`src/sv/ssc_pkg.sv`:
```
// ----------------------------------------------------------------------------
// ssc_pkg
// shared types and constants for the subset-sum count and pick chain
// ----------------------------------------------------------------------------
`default_nettype none

package ssc_pkg;

  // fixed field widths of the request and result channels
  localparam int MASK_BITS = 9;
  localparam int SUM_W     = 4;
  localparam int CNT_W     = 9;

  typedef logic [MASK_BITS-1:0] mask_t;
  typedef logic [SUM_W-1:0]     sum_t;
  typedef logic [CNT_W-1:0]     cnt_t;

  localparam cnt_t CNT_ONE = cnt_t'(1);

  // control carried along the forward (table building) cells
  typedef struct packed {
    logic  vld;
    mask_t mask;
    sum_t  target;
  } fwd_ctl_t;

  // control carried along the backward (picking) cells
  typedef struct packed {
    logic  vld;
    logic  live;
    mask_t mask;
    cnt_t  count;
    sum_t  rem;
    mask_t chosen;
  } back_ctl_t;

endpackage

`default_nettype wire

```
`src/sv/ssc_fwd_cell.sv`:
```
// ----------------------------------------------------------------------------
// ssc_fwd_cell
// one table row: adds item ITEM to the running count row of a request
// ----------------------------------------------------------------------------
`default_nettype none

module ssc_fwd_cell #(
  parameter int NUM_ITEMS = 9,
  parameter int TCOLS     = 13,
  parameter int ITEM      = 1
) (
  input  wire                                 clk,
  input  wire                                 rst_n,
  input  wire                                 adv,
  input  ssc_pkg::fwd_ctl_t                   ctl_i,
  input  ssc_pkg::cnt_t [TCOLS-1:0]           row_i,
  input  wire [NUM_ITEMS-1:0][TCOLS-1:0]      hist_i,
  output ssc_pkg::fwd_ctl_t                   ctl_o,
  output ssc_pkg::cnt_t [TCOLS-1:0]           row_o,
  output logic [NUM_ITEMS-1:0][TCOLS-1:0]     hist_o
);
  import ssc_pkg::*;

  fwd_ctl_t                         ctl_r;
  cnt_t [TCOLS-1:0]                 row_r;
  cnt_t [TCOLS-1:0]                 row_nxt;
  logic [NUM_ITEMS-1:0][TCOLS-1:0]  hist_r;
  logic [NUM_ITEMS-1:0][TCOLS-1:0]  hist_nxt;
  logic [TCOLS-1:0]                 reach;
  logic                             use_item;

  // item joins when it has a mask bit, is set and fits under the target
  if (ITEM <= MASK_BITS) begin : g_use
    assign use_item = ctl_i.mask[ITEM-1] && (ctl_i.target >= sum_t'(ITEM));
  end else begin : g_nouse
    assign use_item = 1'b0;
  end

  for (genvar s = 0; s < TCOLS; s++) begin : g_col
    if (ITEM <= MASK_BITS && s == ITEM) begin : g_single
      assign row_nxt[s] = row_i[s] + (use_item ? CNT_ONE : '0);
    end else if (ITEM <= MASK_BITS && s > ITEM) begin : g_add
      assign row_nxt[s] = row_i[s] + (use_item ? row_i[s-ITEM] : '0);
    end else begin : g_keep
      assign row_nxt[s] = row_i[s];
    end
    // sum zero is always reachable by the empty subset
    if (s == 0) begin : g_zero
      assign reach[s] = 1'b1;
    end else begin : g_nz
      assign reach[s] = (row_i[s] != '0);
    end
  end

  always_comb begin
    hist_nxt         = hist_i;
    hist_nxt[ITEM-1] = reach;
  end

  always_ff @(posedge clk) begin
    if (!rst_n) begin
      ctl_r.vld <= 1'b0;
    end else if (adv) begin
      ctl_r <= ctl_i;
    end
  end

  always_ff @(posedge clk) begin
    if (adv) begin
      row_r  <= row_nxt;
      hist_r <= hist_nxt;
    end
  end

  assign ctl_o  = ctl_r;
  assign row_o  = row_r;
  assign hist_o = hist_r;

endmodule

`default_nettype wire

```
`src/sv/ssc_back_cell.sv`:
```
// ----------------------------------------------------------------------------
// ssc_back_cell
// one backtrack step: takes item ITEM when the remaining sum stays reachable
// ----------------------------------------------------------------------------
`default_nettype none

module ssc_back_cell #(
  parameter int NUM_ITEMS = 9,
  parameter int TCOLS     = 13,
  parameter int ITEM      = 1
) (
  input  wire                                 clk,
  input  wire                                 rst_n,
  input  wire                                 adv,
  input  ssc_pkg::back_ctl_t                  ctl_i,
  input  wire [NUM_ITEMS-1:0][TCOLS-1:0]      hist_i,
  output ssc_pkg::back_ctl_t                  ctl_o,
  output logic [NUM_ITEMS-1:0][TCOLS-1:0]     hist_o
);
  import ssc_pkg::*;

  localparam int CW = $clog2(TCOLS);

  back_ctl_t                        ctl_r;
  back_ctl_t                        ctl_nxt;
  logic [NUM_ITEMS-1:0][TCOLS-1:0]  hist_r;
  logic                             take;
  sum_t                             diff;
  mask_t                            set_bit;

  // row ITEM beats row ITEM-1 at rem exactly when rem-ITEM is reachable
  // without this item
  if (ITEM <= MASK_BITS) begin : g_pick
    assign diff    = ctl_i.rem - sum_t'(ITEM);
    assign take    = ctl_i.live && ctl_i.mask[ITEM-1] &&
                     (ctl_i.rem >= sum_t'(ITEM)) && hist_i[ITEM-1][diff[CW-1:0]];
    assign set_bit = take ? (mask_t'(1) << (ITEM-1)) : '0;
  end else begin : g_nopick
    assign diff    = ctl_i.rem;
    assign take    = 1'b0;
    assign set_bit = '0;
  end

  always_comb begin
    ctl_nxt        = ctl_i;
    ctl_nxt.rem    = take ? diff : ctl_i.rem;
    ctl_nxt.chosen = ctl_i.chosen | set_bit;
  end

  always_ff @(posedge clk) begin
    if (!rst_n) begin
      ctl_r.vld <= 1'b0;
    end else if (adv) begin
      ctl_r <= ctl_nxt;
    end
  end

  always_ff @(posedge clk) begin
    if (adv) begin
      hist_r <= hist_i;
    end
  end

  assign ctl_o  = ctl_r;
  assign hist_o = hist_r;

endmodule

`default_nettype wire

```
`src/sv/subset_sum_count_and_pick.sv`:
```
// ----------------------------------------------------------------------------
// subset_sum_count_and_pick
// counts subsets of the available items that reach a target sum and picks
// the subset that uses the largest items first
// ----------------------------------------------------------------------------
//
//   channel   direction  handshake          payload
//   in_       request    in_valid/in_stall  available_mask[9], target_sum[4]
//   out_      result     out_valid/out_stall subset_count[9], chosen_mask[9],
//                                           left_mask[9], found[1]
//
// one request per cycle sustained while the output is not stalled; each result
// passes through the chain of NUM_ITEMS forward cells, NUM_ITEMS backward
// cells and the output register
// reset clears only the valid bits of the chain, no memories to sweep
// a stalled output holding a valid result freezes the whole chain; in_stall is high exactly then
// ----------------------------------------------------------------------------
`default_nettype none

module subset_sum_count_and_pick #(
  parameter int NUM_ITEMS  = 9,
  parameter int MAX_TARGET = 12
) (
  input  wire                 clk,
  input  wire                 rst_n,
  input  wire                 in_valid,
  output logic                in_stall,
  input  ssc_pkg::mask_t      in_available_mask,
  input  ssc_pkg::sum_t       in_target_sum,
  output logic                out_valid,
  input  wire                 out_stall,
  output ssc_pkg::cnt_t       out_subset_count,
  output ssc_pkg::mask_t      out_chosen_mask,
  output ssc_pkg::mask_t      out_left_mask,
  output logic                out_found
);
  import ssc_pkg::*;

  // the target field can never exceed its own range, so no column beyond it
  localparam int SUM_MAX = (1 << SUM_W) - 1;
  localparam int MAXT    = (MAX_TARGET < SUM_MAX) ? MAX_TARGET : SUM_MAX;
  localparam int TCOLS   = MAXT + 1;
  localparam int CW      = $clog2(TCOLS);

  logic adv;

  // forward chain: row k of the counting table after cell k
  fwd_ctl_t                         fctl  [0:NUM_ITEMS];
  cnt_t [TCOLS-1:0]                 frow  [0:NUM_ITEMS];
  logic [NUM_ITEMS-1:0][TCOLS-1:0]  fhist [0:NUM_ITEMS];

  // backward chain: items NUM_ITEMS down to 1
  back_ctl_t                        bctl  [0:NUM_ITEMS];
  logic [NUM_ITEMS-1:0][TCOLS-1:0]  bhist [0:NUM_ITEMS];

  logic  tgt_ok;
  cnt_t  cnt_sel;

  logic  out_valid_r;
  cnt_t  out_count_r;
  mask_t out_chosen_r;
  mask_t out_left_r;
  logic  out_found_r;
  logic  found_nxt;

  // the whole chain moves unless a finished result is held by the sink
  assign adv      = !out_valid_r || !out_stall;
  assign in_stall = !adv;

  // row zero of the table: no non-empty subset yet
  assign fctl[0]  = '{vld: in_valid, mask: in_available_mask, target: in_target_sum};
  assign frow[0]  = '0;
  assign fhist[0] = '0;

  for (genvar k = 0; k < NUM_ITEMS; k++) begin : g_fwd
    ssc_fwd_cell #(
      .NUM_ITEMS (NUM_ITEMS),
      .TCOLS     (TCOLS),
      .ITEM      (k + 1)
    ) u_fwd (
      .clk    (clk),
      .rst_n  (rst_n),
      .adv    (adv),
      .ctl_i  (fctl[k]),
      .row_i  (frow[k]),
      .hist_i (fhist[k]),
      .ctl_o  (fctl[k+1]),
      .row_o  (frow[k+1]),
      .hist_o (fhist[k+1])
    );
  end

  // count at the target column; zero or out-of-table targets count nothing
  assign tgt_ok  = (fctl[NUM_ITEMS].target != '0) &&
                   (fctl[NUM_ITEMS].target <= sum_t'(MAXT));
  assign cnt_sel = tgt_ok ? frow[NUM_ITEMS][fctl[NUM_ITEMS].target[CW-1:0]] : '0;

  assign bctl[0]  = '{vld:    fctl[NUM_ITEMS].vld,
                      live:   (cnt_sel != '0),
                      mask:   fctl[NUM_ITEMS].mask,
                      count:  cnt_sel,
                      rem:    fctl[NUM_ITEMS].target,
                      chosen: '0};
  assign bhist[0] = fhist[NUM_ITEMS];

  for (genvar k = 0; k < NUM_ITEMS; k++) begin : g_back
    ssc_back_cell #(
      .NUM_ITEMS (NUM_ITEMS),
      .TCOLS     (TCOLS),
      .ITEM      (NUM_ITEMS - k)
    ) u_back (
      .clk    (clk),
      .rst_n  (rst_n),
      .adv    (adv),
      .ctl_i  (bctl[k]),
      .hist_i (bhist[k]),
      .ctl_o  (bctl[k+1]),
      .hist_o (bhist[k+1])
    );
  end

  // a pick that does not land on zero reports nothing
  assign found_nxt = bctl[NUM_ITEMS].live && (bctl[NUM_ITEMS].rem == '0);

  always_ff @(posedge clk) begin
    if (!rst_n) begin
      out_valid_r <= 1'b0;
    end else if (adv) begin
      out_valid_r <= bctl[NUM_ITEMS].vld;
    end
  end

  always_ff @(posedge clk) begin
    if (adv) begin
      out_count_r  <= found_nxt ? bctl[NUM_ITEMS].count : '0;
      out_chosen_r <= found_nxt ? bctl[NUM_ITEMS].chosen : '0;
      out_left_r   <= found_nxt ? (bctl[NUM_ITEMS].mask & ~bctl[NUM_ITEMS].chosen) : '0;
      out_found_r  <= found_nxt;
    end
  end

  assign out_valid        = out_valid_r;
  assign out_subset_count = out_count_r;
  assign out_chosen_mask  = out_chosen_r;
  assign out_left_mask    = out_left_r;
  assign out_found        = out_found_r;

endmodule

`default_nettype wire
```
`config.mk`:
```
export PLATFORM = sky130hd
export DESIGN_NAME = subset_sum_count_and_pick
export DESIGN_NICKNAME = d
export VERILOG_FILES = /design/src/sv/ssc_pkg.sv /design/src/sv/ssc_fwd_cell.sv /design/src/sv/ssc_back_cell.sv /design/src/sv/subset_sum_count_and_pick.sv
export SDC_FILE = /design/constraint.sdc
export NUM_CORES = 1
export LEC_CHECK = 0
export BUFFER_PORTS_ARGS = -buffer_cell sky130_fd_sc_hd__buf_2
export CAP_MARGIN = 20
export CORE_MARGIN = 2
export CORE_UTILIZATION = 58
export CTS_BUF_LIST = sky130_fd_sc_hd__clkbuf_4
export DETAILED_ROUTE_END_ITERATION = 16
export PLACE_DENSITY = 0.74
export SLEW_MARGIN = 25
export SYNTH_ARGS = -nofsm -noshare
export SYNTH_HDL_FRONTEND = slang
export SYNTH_SLANG_ARGS = --single-unit
```
`constraint.sdc`:
```
create_clock -name clk -period 31.7 [get_ports clk]
set_input_delay 3.17 -clock clk [delete_from_list [all_inputs] [get_ports clk]]
set_output_delay 3.17 -clock clk [all_outputs]
set_load 0.02 [all_outputs]
```
## Word-level counts from Yosys, hierarchy flattened

Memories as Yosys holds them, arrays and structs flattened.
Cells that the tools add are included.
Widths: inputs -> output; s select.

- Bits in read-only memories: 16
- Input bits: 17
- Memories kept: 1
- Register bits: 1574

Memories:

| memory | depth | width | read ports | clocked after Yosys merged registers in | write ports | RTL line | source |
|---|---|---|---|---|---|---|---|
| (name not given) | 16 | 1 | 1 | 0 | 0 | ssc_back_cell.sv:36 | `(ctl_i.rem >= sum_t'(ITEM)) && hist_i[ITEM-1][diff[CW-1:0]];` |

- Reduce and logical (&&, ||, !) cells: 114
- Bitwise gates (word level): 10
- $lt $le $gt $ge: 29
- Add/sub/neg operators: 41
- Muxes and demuxes: 72

Operator list:

| kind | number |
|---|---|
| $reduce_bool 9->1 | 69 |
| $add 9x9->9 | 32 |
| $mux 9 | 28 |
| $or 9x9->9 | 8 |
| $lt 4x5->1 const B | 10 |
| $mux 4 | 10 |
| $logic_and 1x1->1 | 38 |
| $bmux 9 s4 | 1 |
| $bmux 1 s4 | 8 |
| $ge 4x3->1 const B | 8 |
| $mux 1 | 19 |
| $ge 4x2->1 const B | 4 |
| $ge 4x4->1 const B | 4 |
| $sub 4x3->4 const B | 4 |
| $and 9x9->9 | 1 |
| $not 9->9 | 1 |
| $ge 4x1->1 const B | 2 |
| $mux 8 | 1 |
| $sub 4x2->4 const B | 2 |
| $sub 4x4->4 const B | 2 |
| $mux 7 | 1 |
| $mux 6 | 1 |
| $mux 5 | 1 |
| $le 4x4->1 const B | 1 |
| 8 further kinds | 10 |

## Logic depth before layout (Yosys ltp)

- Depth after elaboration: 8
- Mapped depth: 10

## Modules after synthesis

Synthesis repeated with hierarchy kept, for this count alone.

- Cell total of the unflattened synthesis: 7819
- Area total of the unflattened synthesis: 139656.4 sq um

Modules (own cells, without submodules):

| module | seq. area each (sq um) | times used | cells each | area each (sq um) |
|---|---|---|---|---|
| ssc_fwd_cell (g_fwd[0].u_fwd) | 7407.1 | 1 | 825 | 11772.5 |
| ssc_fwd_cell (g_fwd[1].u_fwd) | 7407.1 | 1 | 835 | 11743.8 |
| ssc_fwd_cell (g_fwd[2].u_fwd) | 7407.1 | 1 | 736 | 11066.9 |
| ssc_fwd_cell (g_fwd[3].u_fwd) | 7407.1 | 1 | 725 | 10988.0 |
| ssc_fwd_cell (g_fwd[4].u_fwd) | 7407.1 | 1 | 681 | 10577.6 |
| ssc_fwd_cell (g_fwd[5].u_fwd) | 7407.1 | 1 | 650 | 10268.6 |
| ssc_fwd_cell (g_fwd[6].u_fwd) | 7407.1 | 1 | 584 | 9830.7 |
| ssc_fwd_cell (g_fwd[7].u_fwd) | 7407.1 | 1 | 539 | 9425.3 |
| ssc_fwd_cell (g_fwd[8].u_fwd) | 7407.1 | 1 | 457 | 8902.3 |
| ssc_back_cell (g_back[2].u_back) | 4494.3 | 1 | 185 | 4843.4 |
| ssc_back_cell (g_back[6].u_back) | 4494.3 | 1 | 178 | 4812.1 |
| ssc_back_cell (g_back[5].u_back) | 4494.3 | 1 | 187 | 4802.1 |
| ssc_back_cell (g_back[8].u_back) | 4494.3 | 1 | 180 | 4783.3 |
| ssc_back_cell (g_back[7].u_back) | 4494.3 | 1 | 184 | 4782.1 |
| +5 rows | -- | -- | -- | -- |

## Least setup slack after synthesis

Ideal clock, no wire load.

- Path kind: in2reg
- Start point: in out_stall
- End point: reg g_back[0].u_back.ctl_r (netlist bit g_back[0].u_back.ctl_o[10]), enable pin
- Cell stages on the path: 3
- Arrival time: 27.139 ns
- Setup time: 0.755 ns
- Slack: 3.806 ns
- Cells stage by stage: nand2_1 clkbuf_1 and2_1

- Longest elaborated chain between the ends: 3

Ends and longest elaborated chain:

| element | RTL line | source |
|---|---|---|
| from (decl) | subset_sum_count_and_pick.sv:31 | `input wire out_stall,` |
| $logic_not 1->1 | subset_sum_count_and_pick.sv:67 | `assign adv = !out_valid_r \|\| !out_stall;` |
| $logic_or 1x1->1 | subset_sum_count_and_pick.sv:67 |  |
| $reduce_and 2->1 (no line) | -- |  |
| to (signal assigned) | ssc_back_cell.sv:54 | `ctl_r <= ctl_nxt;` |
| to (decl) | ssc_back_cell.sv:24 | `back_ctl_t ctl_r;` |

No other way between the ends.
A chain may end at the register's enable or synchronous reset.

## Final worst setup path

- Start point: in out_stall
- End point: out in_stall

- Longest elaborated chain between the ends: 3

Ends and longest elaborated chain:

| element | RTL line | source |
|---|---|---|
| $logic_not 1->1 | subset_sum_count_and_pick.sv:67 |  |
| $logic_or 1x1->1 | subset_sum_count_and_pick.sv:67 |  |
| $logic_not 1->1 | subset_sum_count_and_pick.sv:68 | `assign in_stall = !adv;` |
| to (decl) | subset_sum_count_and_pick.sv:27 | `output logic in_stall,` |

No other way between the ends.

==> impl_metrics.ini <==
[pwr]
p_per_area_nw_per_um2 = 67.7
power_leakage_nw = 14.5
ir_drop_uv = 33.2

[grt]
antenna_found_initial = 1
grt_pass1_vias = 14600
grt_max_degree = 99
overflow = 0
grt_usage_pct = 16.2
grt_first_pass_wirelength_um = 71300

[sta]
max_slew_margin_pct = 38.0
rsz0062_at_grt = no
final_max_slew_viol_count = 0
max_freq_ghz = 0.126
period_needed_ps = 7910
hold_viol = 0
finalClockSkew_ps = 48.5
worst_pin_slew_ps = 928
finalSetupTns_ps = 0
setup_viol = 0
period_share_pct = 25.0

[setup_path]
cp.arrival_ps = 4740
start_kind = input port
r2r_slack_ps = 27890
critPathCaptureType = output pin
critPathKind = in2out
worstPathRequired_ps = 28530
critPathMaxFanout = 74

[final_layout]
layout-drive-gt1-share_pct = 21.3
areaGrowthSynthToFinish_pct = 11.9
n_fill_cell = 3618
layout.cells.non_filler = 2745
fin_nets = 1951

[die]
core_area_um2 = 55200
ioPinCount = 47
fp.dieH_um = 241
die_area_um2 = 57900
placementRows = 86
start_util_pct = 58.8
die_w_um = 241

[run]
cap_viol_max_count = 0

[synth]
ys_seq_area_share_pct = 84.3
ys.flop_type = edfxtp_1
post_synth.cell_area_avg_um2 = 20.3
synth_edf_count = 898
syn_area_um2 = 32500
yosysWarnings = 0
synth-async-reset-ratio_pct = 0
synthCells = 1602
ys_ff_latch = 917
synth.distinct_cells = 69

[routing]
vias = 14100
wl_per_cell_um = 16.1
first_pass_iters = 5
drt_iter0_markers = 1010
vias_per_cell = 5.14
drt_wl_total_um = 44200
drc = 0
antenna_left = 0

[placement]
placedCellCount = 2384
gp_congestion = 0.797
port_buffers = 44
place_hpwl_um = 27300

[cts]
cts.clk_slew.worst_paths_ps = 70
htreeDepth = 4
clk_path_buf_depth = 3
post_cts_buffers = 0
clockRootBuffer = clkbuf_4
numCtsBuffers = 212
hold_buffers = 0
cts_tree = done
post_cts_resized = 0
cts.sinks = 917
clk_latency_ps = 960

[run_status]
status = complete, no violations

[worst_hold_path]
hp-class = reg2reg
==> layer usage <==
| metal | global-route usage (%) | up-vias | wire, um |
|---|---|---|---|
| met2 | 25.9 | 328 | 22100 |
| met5 | 0 | - | 0 |
| met1 | 19.3 | 6847 | 18300 |
| met3 | 5.11 | 95 | 2230 |
| met4 | 9.79 | 0 | 1660 |
| li1 | - | 6847 | - |
==> critical path, stage by stage <==
cell and delay [ps]:
buf_2 110, nand2_4 620, inv_1 530, buf_2 310
==> synthesized netlist by cell type, drive strengths merged (17+ instances only) <==
| master | number | area, um^2 |
|---|---|---|
| nand2 | 77 | 289 |
| xor2 | 23 | 201 |
| nor2b | 17 | 106 |
| inv | 49 | 184 |
| a21boi | 20 | 150 |
| dfxtp | 19 | 380 |
| and2 | 47 | 297 |
| edfxtp | 898 | 27000 |
| and3 | 33 | 206 |
| xnor2 | 45 | 394 |
| nand3 | 29 | 150 |
| a21oi | 19 | 95.1 |
| mux2i | 18 | 180 |
| ha | 72 | 901 |
| nor2 | 30 | 113 |
==> path summary, 6_finish.rpt <==
kind                                         end  depth (start not counted)                           startpoint
min reg2reg  g_fwd[6].u_fwd.hist_o[42]$_DFFE_PN_                          0  g_fwd[5].u_fwd.hist_o[42]$_DFFE_PN_
min          g_fwd[6].u_fwd.hist_o[42]$_DFFE_PN_                          0  g_fwd[5].u_fwd.hist_o[42]$_DFFE_PN_
max reg2reg   g_fwd[6].u_fwd.row_o[94]$_DFFE_PN_                          4               out_valid$_SDFFE_PN0N_
max                                     in_stall                          4                            out_stall
==> power by group <==
| group | internal (W) | leakage (nW) | switching [W] |
|---|---|---|---|
| Sequential | 0.00145 | 9.96 | 0.0000437 |
| Clock | 0.000477 | 1.57 | 0.000413 |
| Combinational | 0.0000329 | 2.92 | 0.0000398 |
==> cells in the final DEF (no fill, tap or decap), types with 11 or more instances in the layout <==
master    synthesis  routed
a21boi_0         20      20
a21oi_1          19      19
and2_1           46      45
and3_1           33      33
buf_2             5      44
clkbuf_4          0     303
clkinv_1          0      35
dfxtp_1          19      19
edfxtp_1        898     898
ha_1             72      72
inv_1            49      49
mux2i_1          18      18
nand2_1          77      76
nand3_1          28      28
nor2_1           30      30
nor2b_1          17      17
nor3b_1          11      11
o21ai_0          15      15
or2_2            16      16
or3_1            11      11
xnor2_1          45      45
xor2_1           23      23
==> cells by family (layout without fill, tap and decap cells) <==
family,Yosys count,after routing,synth area share (%)
AND/OR/NAND/NOR,316,316,5.37
adder cells (fa/ha/maj),82,82,3.39
flip-flops,917,917,84.3
buffers and inverters,73,466,0.921
XOR/XNOR,68,68,1.84
AO/OA/AOI/OAI,105,105,2.39
multiplexers,40,40,1.83
other,1,3,0.0116
==> state kept, by name, indices dropped and copies added, names as in the netlist <==
register / count
g_back.u_back.hist_o: 126
out_found: 1
g_back.u_back.ctl_o: 243
out_subset_count: 7
out_left_mask: 9
g_fwd.u_fwd.hist_o: 175
out_chosen_mask: 9
g_fwd.u_fwd.ctl_o: 126
out_valid: 1
g_fwd.u_fwd.row_o: 220
==> cell type report <==
cell class                      instances  area (um^2)  area share, %
Timing Repair Buffer                   59          388           1.07
Clock buffer                          303         2270           6.26
Inverter                               49          184          0.506
Antenna cell                            1         2.50        0.00689
Multi-Input combinational cell        613         4830           13.3
Clock inverter                         55          368           1.01
Sequential cell                       917        27300           75.3
Tap cell                              748          936           2.58
==> per-stage QoR <==
step / util, % / instance area (um^2) / power (W) / setup WS (ps) / hold slack (ps)
after global placement: 60.9 / 33600 / 0.00159 / 23820 / 400
after global routing: 65.8 / 36300 / 0.00257 / 23630 / 390
after CTS: 65.7 / 36300 / 0.00250 / 23750 / 386
after detailed placement: 60.9 / 33600 / 0.00160 / 23740 / 405
final: 65.8 / 36300 / 0.00246 / 23790 / 389
after floorplan: - / 32500 / 0.00156 / 3810 / 400
No activity file was read; power rests on OpenSTA's default activity.
